**src/hdl/swdh_pkg.sv**
```systemverilog
// ----------------------------------------------------------------------------
// swdh_pkg
// Types and constants of the SWD host transaction engine.
// ----------------------------------------------------------------------------
package swdh_pkg;

  localparam int RESET_ONES_DEF = 64;

  localparam logic [15:0] SWITCH_KEY = 16'hE79E;
  localparam logic [2:0]  ACK_OK     = 3'b001;
  localparam logic [2:0]  ACK_NONE   = 3'b111;

  // action codes
  localparam logic [1:0] ACT_TICK   = 2'd0;
  localparam logic [1:0] ACT_READ   = 2'd1;
  localparam logic [1:0] ACT_WRITE  = 2'd2;
  localparam logic [1:0] ACT_SWITCH = 2'd3;

  // switch sequence segments
  localparam logic [1:0] SEG_ONES_A = 2'd0;
  localparam logic [1:0] SEG_KEY    = 2'd1;
  localparam logic [1:0] SEG_ONES_B = 2'd2;
  localparam logic [1:0] SEG_ZEROS  = 2'd3;

  // phase lengths in SWCLK cycles
  localparam int REQ_LEN   = 8;
  localparam int ACK_LEN   = 3;
  localparam int WDATA_LEN = 33;
  localparam int RDATA_LEN = 34;
  localparam int KEY_LEN   = 16;
  localparam int ZERO_LEN  = 8;

  typedef enum logic [2:0] {
    PH_IDLE   = 3'd0,
    PH_REQ    = 3'd1,
    PH_TURN   = 3'd2,
    PH_ACK    = 3'd3,
    PH_TURN2  = 3'd4,
    PH_RDATA  = 3'd5,
    PH_WDATA  = 3'd6,
    PH_SWITCH = 3'd7
  } phase_t;

  typedef struct packed {
    logic [1:0]  action;
    logic        port_ap;
    logic [1:0]  reg_addr;
    logic [31:0] write_data;
    logic        swdio_in;
  } in_t;

  typedef struct packed {
    logic        swdio_out;
    logic        swdio_drive;
    logic        clock_pulse;
    logic        busy_res;
    logic        done_res;
    logic [2:0]  ack;
    logic        parity_error;
    logic [31:0] read_data;
  } out_t;

endpackage

```
**src/hdl/swd_host_transaction_engine.sv**
```systemverilog
// ----------------------------------------------------------------------------
// swd_host_transaction_engine
// Bit-level SWD host: request, ack, data phases and the line switch sequence.
// ----------------------------------------------------------------------------
//   channel | direction | handshake           | payload
//   in_     | input     | in_valid / in_stall | in_t   (action, request, SWDIO in)
//   out_    | output    | out_valid/out_stall | out_t  (pin levels, status, data)
//   cfg_    | input     | cfg_valid/cfg_ready | proceed_on_no_reply
//
// One item per clock while in_stall is low; its result is registered.
// A two-entry output buffer lets one more item in while a result is stalled;
// in_stall rises only when both entries are full.
// Synchronous active-low reset; config writes are always ready.
// ----------------------------------------------------------------------------
module swd_host_transaction_engine import swdh_pkg::*; #(
  parameter int RESET_ONES = RESET_ONES_DEF
) (
  input  logic clk,
  input  logic rst_n,
  input  logic in_valid,
  output logic in_stall,
  input  in_t  in_data,
  output logic out_valid,
  input  logic out_stall,
  output out_t out_data,
  input  logic cfg_valid,
  output logic cfg_ready,
  input  logic cfg_data
);

  logic proceed_r;
  logic in_fire;
  logic out_take;
  logic out_v_r;
  logic skid_v_r;
  out_t out_r;
  out_t skid_r;
  out_t res;

  assign cfg_ready = 1'b1;
  assign in_stall  = skid_v_r;
  assign in_fire   = in_valid && !skid_v_r;
  assign out_take  = out_v_r && !out_stall;
  assign out_valid = out_v_r;
  assign out_data  = out_r;

  always_ff @(posedge clk) begin
    if (!rst_n) begin
      proceed_r <= 1'b1;
    end else if (cfg_valid && cfg_ready) begin
      proceed_r <= cfg_data;
    end
  end

  swdh_core #(
    .RESET_ONES(RESET_ONES)
  ) u_core (
    .clk                (clk),
    .rst_n              (rst_n),
    .step               (in_fire),
    .item               (in_data),
    .proceed_on_no_reply(proceed_r),
    .res                (res)
  );

  always_ff @(posedge clk) begin
    if (!rst_n) begin
      out_v_r  <= 1'b0;
      skid_v_r <= 1'b0;
    end else if (skid_v_r) begin
      if (out_take) skid_v_r <= 1'b0;
    end else if (in_fire) begin
      if (out_v_r && !out_take) skid_v_r <= 1'b1;
      out_v_r <= 1'b1;
    end else if (out_take) begin
      out_v_r <= 1'b0;
    end
  end

  always_ff @(posedge clk) begin
    if (skid_v_r) begin
      if (out_take) out_r <= skid_r;
    end else if (in_fire) begin
      if (!out_v_r || out_take) out_r  <= res;
      else                      skid_r <= res;
    end
  end

endmodule

```
**src/hdl/swdh_core.sv**
```systemverilog
// ----------------------------------------------------------------------------
// swdh_core
// Protocol sequencer: one state update and one result per accepted item.
// ----------------------------------------------------------------------------
module swdh_core import swdh_pkg::*; #(
  parameter int RESET_ONES = RESET_ONES_DEF
) (
  input  logic clk,
  input  logic rst_n,
  input  logic step,
  input  in_t  item,
  input  logic proceed_on_no_reply,
  output out_t res
);

  localparam int CNT_MAX = (RESET_ONES > RDATA_LEN) ? RESET_ONES : RDATA_LEN;
  localparam int CNT_W   = $clog2(CNT_MAX + 1);

  localparam logic [CNT_W-1:0] ONES_LEN  = CNT_W'(RESET_ONES);
  localparam logic [CNT_W-1:0] REQ_END   = CNT_W'(REQ_LEN);
  localparam logic [CNT_W-1:0] ACK_END   = CNT_W'(ACK_LEN);
  localparam logic [CNT_W-1:0] WDATA_END = CNT_W'(WDATA_LEN);
  localparam logic [CNT_W-1:0] RDATA_END = CNT_W'(RDATA_LEN);
  localparam logic [CNT_W-1:0] RDATA_LST = CNT_W'(RDATA_LEN - 1);
  localparam logic [CNT_W-1:0] KEY_END   = CNT_W'(KEY_LEN);
  localparam logic [CNT_W-1:0] ZERO_END  = CNT_W'(ZERO_LEN);

  phase_t           phase_r, phase_nxt;
  logic [CNT_W-1:0] cnt_r, cnt_nxt;
  logic [7:0]       req_r, req_nxt;
  logic [32:0]      data_r, data_nxt;
  logic [31:0]      pend_r, pend_nxt;
  logic [31:0]      rword_r, rword_nxt;
  logic [2:0]       ack_r, ack_nxt;
  logic [1:0]       seg_r, seg_nxt;
  logic             is_read_r, is_read_nxt;
  logic             pbad_r, pbad_nxt;

  logic             tick;
  logic [CNT_W-1:0] cnt_inc;
  logic [2:0]       ack_new;
  logic             go_new;
  logic             go_cur;
  logic             rnw;
  logic             req_par;
  logic             finish;
  logic             so;
  logic             drv;

  assign tick    = (item.action == ACT_TICK) && (phase_r != PH_IDLE);
  assign cnt_inc = cnt_r + 1'b1;
  assign ack_new = ack_r | (3'(item.swdio_in) << cnt_r[1:0]);
  assign go_new  = (ack_new == ACK_OK) || ((ack_new == ACK_NONE) && proceed_on_no_reply);
  assign go_cur  = (ack_r == ACK_OK) || ((ack_r == ACK_NONE) && proceed_on_no_reply);
  assign rnw     = (item.action == ACT_READ);
  assign req_par = item.port_ap ^ rnw ^ item.reg_addr[0] ^ item.reg_addr[1];

  // next state
  always_comb begin
    phase_nxt   = phase_r;
    cnt_nxt     = cnt_r;
    req_nxt     = req_r;
    data_nxt    = data_r;
    pend_nxt    = pend_r;
    rword_nxt   = rword_r;
    ack_nxt     = ack_r;
    seg_nxt     = seg_r;
    is_read_nxt = is_read_r;
    pbad_nxt    = pbad_r;
    finish      = 1'b0;
    if (item.action != ACT_TICK) begin
      if (phase_r == PH_IDLE) begin
        ack_nxt  = '0;
        pbad_nxt = 1'b0;
        cnt_nxt  = '0;
        if (item.action == ACT_SWITCH) begin
          phase_nxt = PH_SWITCH;
          seg_nxt   = SEG_ONES_A;
        end else begin
          is_read_nxt = rnw;
          pend_nxt    = item.write_data;
          // park, stop, parity, A3, A2, RnW, APnDP, start
          req_nxt     = {1'b1, 1'b0, req_par, item.reg_addr, rnw, item.port_ap, 1'b1};
          phase_nxt   = PH_REQ;
        end
      end
    end else begin
      unique case (phase_r)
        PH_IDLE: begin
        end
        PH_REQ: begin
          req_nxt = {1'b0, req_r[7:1]};
          cnt_nxt = cnt_inc;
          if (cnt_inc == REQ_END) begin
            cnt_nxt   = '0;
            phase_nxt = PH_TURN;
          end
        end
        PH_TURN: begin
          phase_nxt = PH_ACK;
          cnt_nxt   = '0;
        end
        PH_ACK: begin
          ack_nxt = ack_new;
          cnt_nxt = cnt_inc;
          if (cnt_inc == ACK_END) begin
            cnt_nxt = '0;
            if (is_read_r && go_new) begin
              data_nxt  = '0;
              phase_nxt = PH_RDATA;
            end else begin
              phase_nxt = PH_TURN2;
            end
          end
        end
        PH_TURN2: begin
          if (!is_read_r && go_cur) begin
            // no reply: drive zeros for data and parity
            data_nxt  = (ack_r == ACK_NONE) ? '0 : {^pend_r, pend_r};
            cnt_nxt   = '0;
            phase_nxt = PH_WDATA;
          end else begin
            finish = 1'b1;
          end
        end
        PH_WDATA: begin
          data_nxt = {1'b0, data_r[32:1]};
          cnt_nxt  = cnt_inc;
          if (cnt_inc == WDATA_END) finish = 1'b1;
        end
        PH_RDATA: begin
          cnt_nxt = cnt_inc;
          if (cnt_r != RDATA_LST) data_nxt = {item.swdio_in, data_r[32:1]};
          if (cnt_inc == RDATA_END) begin
            rword_nxt = data_r[31:0];
            pbad_nxt  = (^data_r[31:0]) ^ data_r[32];
            finish    = 1'b1;
          end
        end
        PH_SWITCH: begin
          cnt_nxt = cnt_inc;
          if ((((seg_r == SEG_ONES_A) || (seg_r == SEG_ONES_B)) && (cnt_inc == ONES_LEN)) ||
              ((seg_r == SEG_KEY) && (cnt_inc == KEY_END)) ||
              ((seg_r == SEG_ZEROS) && (cnt_inc == ZERO_END))) begin
            cnt_nxt = '0;
            if (seg_r == SEG_ZEROS) finish = 1'b1;
            else seg_nxt = seg_r + 1'b1;
          end
        end
      endcase
      if (finish) begin
        phase_nxt = PH_IDLE;
        cnt_nxt   = '0;
      end
    end
  end

  // pin levels for this cycle
  always_comb begin
    so  = 1'b0;
    drv = 1'b0;
    unique case (phase_r)
      PH_REQ: begin
        so  = req_r[0];
        drv = 1'b1;
      end
      PH_WDATA: begin
        so  = data_r[0];
        drv = 1'b1;
      end
      PH_SWITCH: begin
        drv = 1'b1;
        case (seg_r)
          SEG_KEY:   so = SWITCH_KEY[cnt_r[3:0]];
          SEG_ZEROS: so = 1'b0;
          default:   so = 1'b1;
        endcase
      end
      PH_IDLE, PH_TURN, PH_ACK, PH_TURN2, PH_RDATA: begin
      end
    endcase
    res.swdio_out    = so & tick;
    res.swdio_drive  = drv & tick;
    res.clock_pulse  = tick;
    res.busy_res     = (phase_nxt != PH_IDLE);
    res.done_res     = tick & (phase_nxt == PH_IDLE);
    res.ack          = ack_nxt;
    res.parity_error = pbad_nxt;
    res.read_data    = rword_nxt;
  end

  always_ff @(posedge clk) begin
    if (!rst_n) begin
      phase_r   <= PH_IDLE;
      cnt_r     <= '0;
      rword_r   <= '0;
      ack_r     <= '0;
      seg_r     <= SEG_ONES_A;
      is_read_r <= 1'b0;
      pbad_r    <= 1'b0;
    end else if (step) begin
      phase_r   <= phase_nxt;
      cnt_r     <= cnt_nxt;
      rword_r   <= rword_nxt;
      ack_r     <= ack_nxt;
      seg_r     <= seg_nxt;
      is_read_r <= is_read_nxt;
      pbad_r    <= pbad_nxt;
    end
  end

  always_ff @(posedge clk) begin
    if (step) begin
      req_r  <= req_nxt;
      data_r <= data_nxt;
      pend_r <= pend_nxt;
    end
  end

endmodule

```
**config.mk**
```make
export PLATFORM = sky130hd
export DESIGN_NAME = swd_host_transaction_engine
export DESIGN_NICKNAME = d
export VERILOG_FILES = /design/src/hdl/swdh_pkg.sv /design/src/hdl/swd_host_transaction_engine.sv /design/src/hdl/swdh_core.sv
export SDC_FILE = /design/constraint.sdc
export NUM_CORES = 1
export LEC_CHECK = 0
export ABC_AREA = 1
export BUFFER_PORTS_ARGS = -buffer_cell sky130_fd_sc_hd__buf_2
export CORE_ASPECT_RATIO = 1.4
export CORE_MARGIN = 8
export CORE_UTILIZATION = 50
export DETAILED_ROUTE_END_ITERATION = 10
export PLACE_DENSITY = 0.8
export SLEW_MARGIN = 10
export SYNTH_ARGS = -nofsm -noshare
export SYNTH_HDL_FRONTEND = slang
export SYNTH_HIERARCHICAL = 1
export SYNTH_SLANG_ARGS = --single-unit
```
**constraint.sdc**
```tcl
create_clock -name clk -period 5.35 [get_ports clk]
set_input_delay 0.2675 -clock clk [delete_from_list [all_inputs] [get_ports clk]]
set_output_delay 0.2675 -clock clk [all_outputs]
set_load 0.01 [all_outputs]
```
==> run summary <==
Worst-Skew Late Latency = 0.50 ns
Most common cell in the netlist = nand2_1
P_sw = 907 uW
Initial antenna violation count = 0
Setup TNS = 0 ns
CTS tree = yes
Crit path required time = 5.74 ns
Ratio of cells with drive above 1 in the final layout = 18.4%
Sequential area share after synthesis = 57.5%
Dpl cell area = 10,500 um2
Post-synth top flop = edfxtp_1
Tot Pwr = 3.68 mW
Period utilization = 58.7%
Worst slew margin = 22.4%
Bufs on Longest Clock Path = 3
Crit path DAT = 3.53 ns
Num rows = 61
Worst R2R Setup Slack = 2.21 ns
Flop pwr share = 51.1%
Cell-internal power = 2.78 mW
LEAKAGE = 4.84 nW
Max Fclk = 318 MHz
Sw frac = 24.6%
Syn nets = 1,053
CP Class = reg -> reg
Reg clk slew, reported paths = 0.06 ns
Pwr dens = 321 nW/um2
Mapped Area = 9940 um2
Final Skew = 0.0145 ns
Grt ovf = 0
Post-synth cell types = 50
Share of the synthesized area in the top cell type = 46.8%
Crit path capture type = flip-flop
Status = finished clean
Average wire per standard cell = 14.8 um
Chip width = 135 um
Largest net degree at the start of global routing = 74
DR iter-0 viols = 396
Register Area = 5720 um2
Finished Cell Area = 11,500 um2
DRC viols = 0
Final setup fails = 0
Final HPWL DP = 14,400 um
Worst setup startpoint = u_core/phase_r[1]
Vias in the first global route = 6,714
Post-synthesis register bit count = 208
Diode count = 0
Placer congestion estimate = 0.926
Combinational power share = 12.4%
Final hold vios = 0
Post-synth EDFFs = 155
RSZ-0062 raised after global routing = no
Detailed-router iteration count before antenna repair = 5
First-pass GRT wire length = 33,100 um
Final max-slew violation count = 0
DR vias/cell = 5.07
Die height = 183 um
Starting density of the core = 50.5%
H-Tree Depth = 1
Final min period = 3.14 ns
Setup Buffers After CTS = 0
Routed WL = 20,300 um
PortBufs = 86
Fill cell count = 1,617
Post-synth top cells = nand2_1 (230), edfxtp_1 (155), inv_1 (125), dfxtp_1 (53), a21oi_1 (50)
Peak fanout along the critical path = 32
YS warnings = 6
Clock share of power = 36.5%
R2r startpoint = u_core/phase_r[1]
Setup ws final = 2.21 ns
VDD IR max = 0.000196 V
Number of CTS-inserted buffers = 20
Area occupied by multi-input gates = 3460 um2
Area Overhead vs Synth = 15.5%
Overall Global Routing Usage = 16.3%
DP Worst Slack = 2.27 ns
Clock Sinks = 208
Io pins = 88
Mapped Cells = 998
Root Driver = clkbuf_16
Total number of vias = 6,964
Largest cells by area after synthesis = edfxtp_1 (47%), dfxtp_1 (11%), nand2_1 (8.7%)
Total Die Area = 24,700 um2
Cells on worst reg2reg path = 17
Hold WC Path Type = in -> reg
Startpoint Class = flip-flop
Total core area = 19,700 um2
Worst-Margin Slew = 1.16 ns
FFs w/ async S/R, synth = 0%
Synth Area per Inst = 9.96 um2
Final ANT Viol Nets = 0
Leading area contributor after synthesis = edfxtp_1
Nets = 1,163
Maxcap violations = 0
[cells in the final DEF (no fill, tap or decap), drive strengths merged]
| cell | n |
|---|---|
| dfxtp | 53 |
| xor2 | 21 |
| or2 | 2 |
| a221o | 1 |
| clkbuf | 27 |
| nand2 | 252 |
| nand3 | 36 |
| a22oi | 1 |
| o21bai | 1 |
| clkinv | 10 |
| dlygate4sd3 | 34 |
| a41oi | 1 |
| a211oi | 1 |
| o21a | 1 |
| a21boi | 1 |
| nor3 | 7 |
| ha | 11 |
| edfxtp | 155 |
| a31oi | 3 |
| nor4 | 1 |
| clkinvlp | 1 |
| nand4 | 6 |
| o32ai | 2 |
| inv | 134 |
| a21oi | 51 |
| xnor2 | 41 |
| buf | 94 |
| conb | 1 |
| nor2 | 46 |
| a22o | 31 |
| o22ai | 1 |
| o21ai | 92 |
| a21o | 1 |
| nand3b | 2 |
[area by class of cell]
type,instances,share of cell area [%]
well taps,252,2.75
multi-input cells,614,30.1
flip-flops and latches,208,49.8
repair buffers,128,7.24
clock inverters,9,0.534
clock buffers,27,5.04
inverters,136,4.51
[sequential cells by signal (all words and copies together), names as in the netlist, 2 cells and up, named ones only]
register        cells
u_core/data_r      33
skid_r             41
u_core/req_r        8
u_core/rword_r     32
u_core/pend_r      32
out_data           41
u_core/ack_r        3
u_core/phase_r      3
u_core/seg_r        2
u_core/cnt_r        7
[per-stage QoR]
stage	util, %	hold slack, ns	cells
final	58.3	0.0735	1374
after global routing	58.3	0.0795	1374
after CTS	58.3	0.0622	1374
after detailed placement	53.3	0.446	1304
after global placement	53.3	0.445	1304
after floorplan	-	0.365	998
[cell families (layout without fill, tap and decap cells)]
logic type | count (synthesis) | after routing | synth area share, %
xor+xnor | 62 | 62 | 5.46
compound gates | 188 | 188 | 12.0
flops | 208 | 208 | 57.5
buf+inv | 176 | 300 | 7.89
other cells | 1 | 1 | 0.0377
simple gates | 352 | 352 | 15.7
fa+ha+maj | 11 | 11 | 1.38
[power by group through the flow]
stage          Clock (mW)  Combinational, mW  Sequential (mW)
2_1_floorplan           0              0.311             1.92
3_3_place_gp            0              0.427             1.91
3_5_place_dp            0              0.437             1.92
4_1_cts              1.37              0.459             1.88
5_1_grt              1.44              0.511             1.89
6_report             1.35              0.457             1.88
[worst min-delay path by stage]
stage                           start                 to  slack (ns)  depth (start not counted)
after global placement    in_data[30]  u_core/pend_r[29]        0.44                          1
after CTS                 in_data[35]    u_core/req_r[1]        0.06                          3
final                     in_data[33]    u_core/req_r[3]        0.07                          3
after floorplan                 rst_n          out_valid        0.37                          2
after global routing      in_data[33]    u_core/req_r[3]        0.08                          3
after detailed placement   in_data[3]   u_core/pend_r[2]        0.45                          1
[layer usage]
layer	routed length, um	track usage, %	vias to the layer above
met5	0	0	-
met4	545	6.51	0
met3	978	2.35	32
met2	9970	27.7	166
met1	8780	20.3	3238
li1	-	-	3528
[critical path, cell delays in order (launching register included)]
cell	delay, ns
dfxtp_1	0.44
nand2_1	0.10
nor2_1	0.20
inv_1	0.07
nand2_1	0.75
inv_1	0.21
nand2_1	0.11
inv_1	0.05
a31oi_1	0.20
nand3_1	0.09
nand2_1	0.07
nand2_1	0.07
nor2_2	0.12
inv_1	0.05
ha_1	0.27
nand4_1	0.09
nand3_1	0.10
nand2_1	0.05
[timing repair]
item	in CTS	in global routing
hold buffers	34	0
setup endpoints to repair	0	0
gates resized for setup	0	0
endpoints found under the hold margin	33	0
Note: power is estimated with default switching activity, not from simulation.
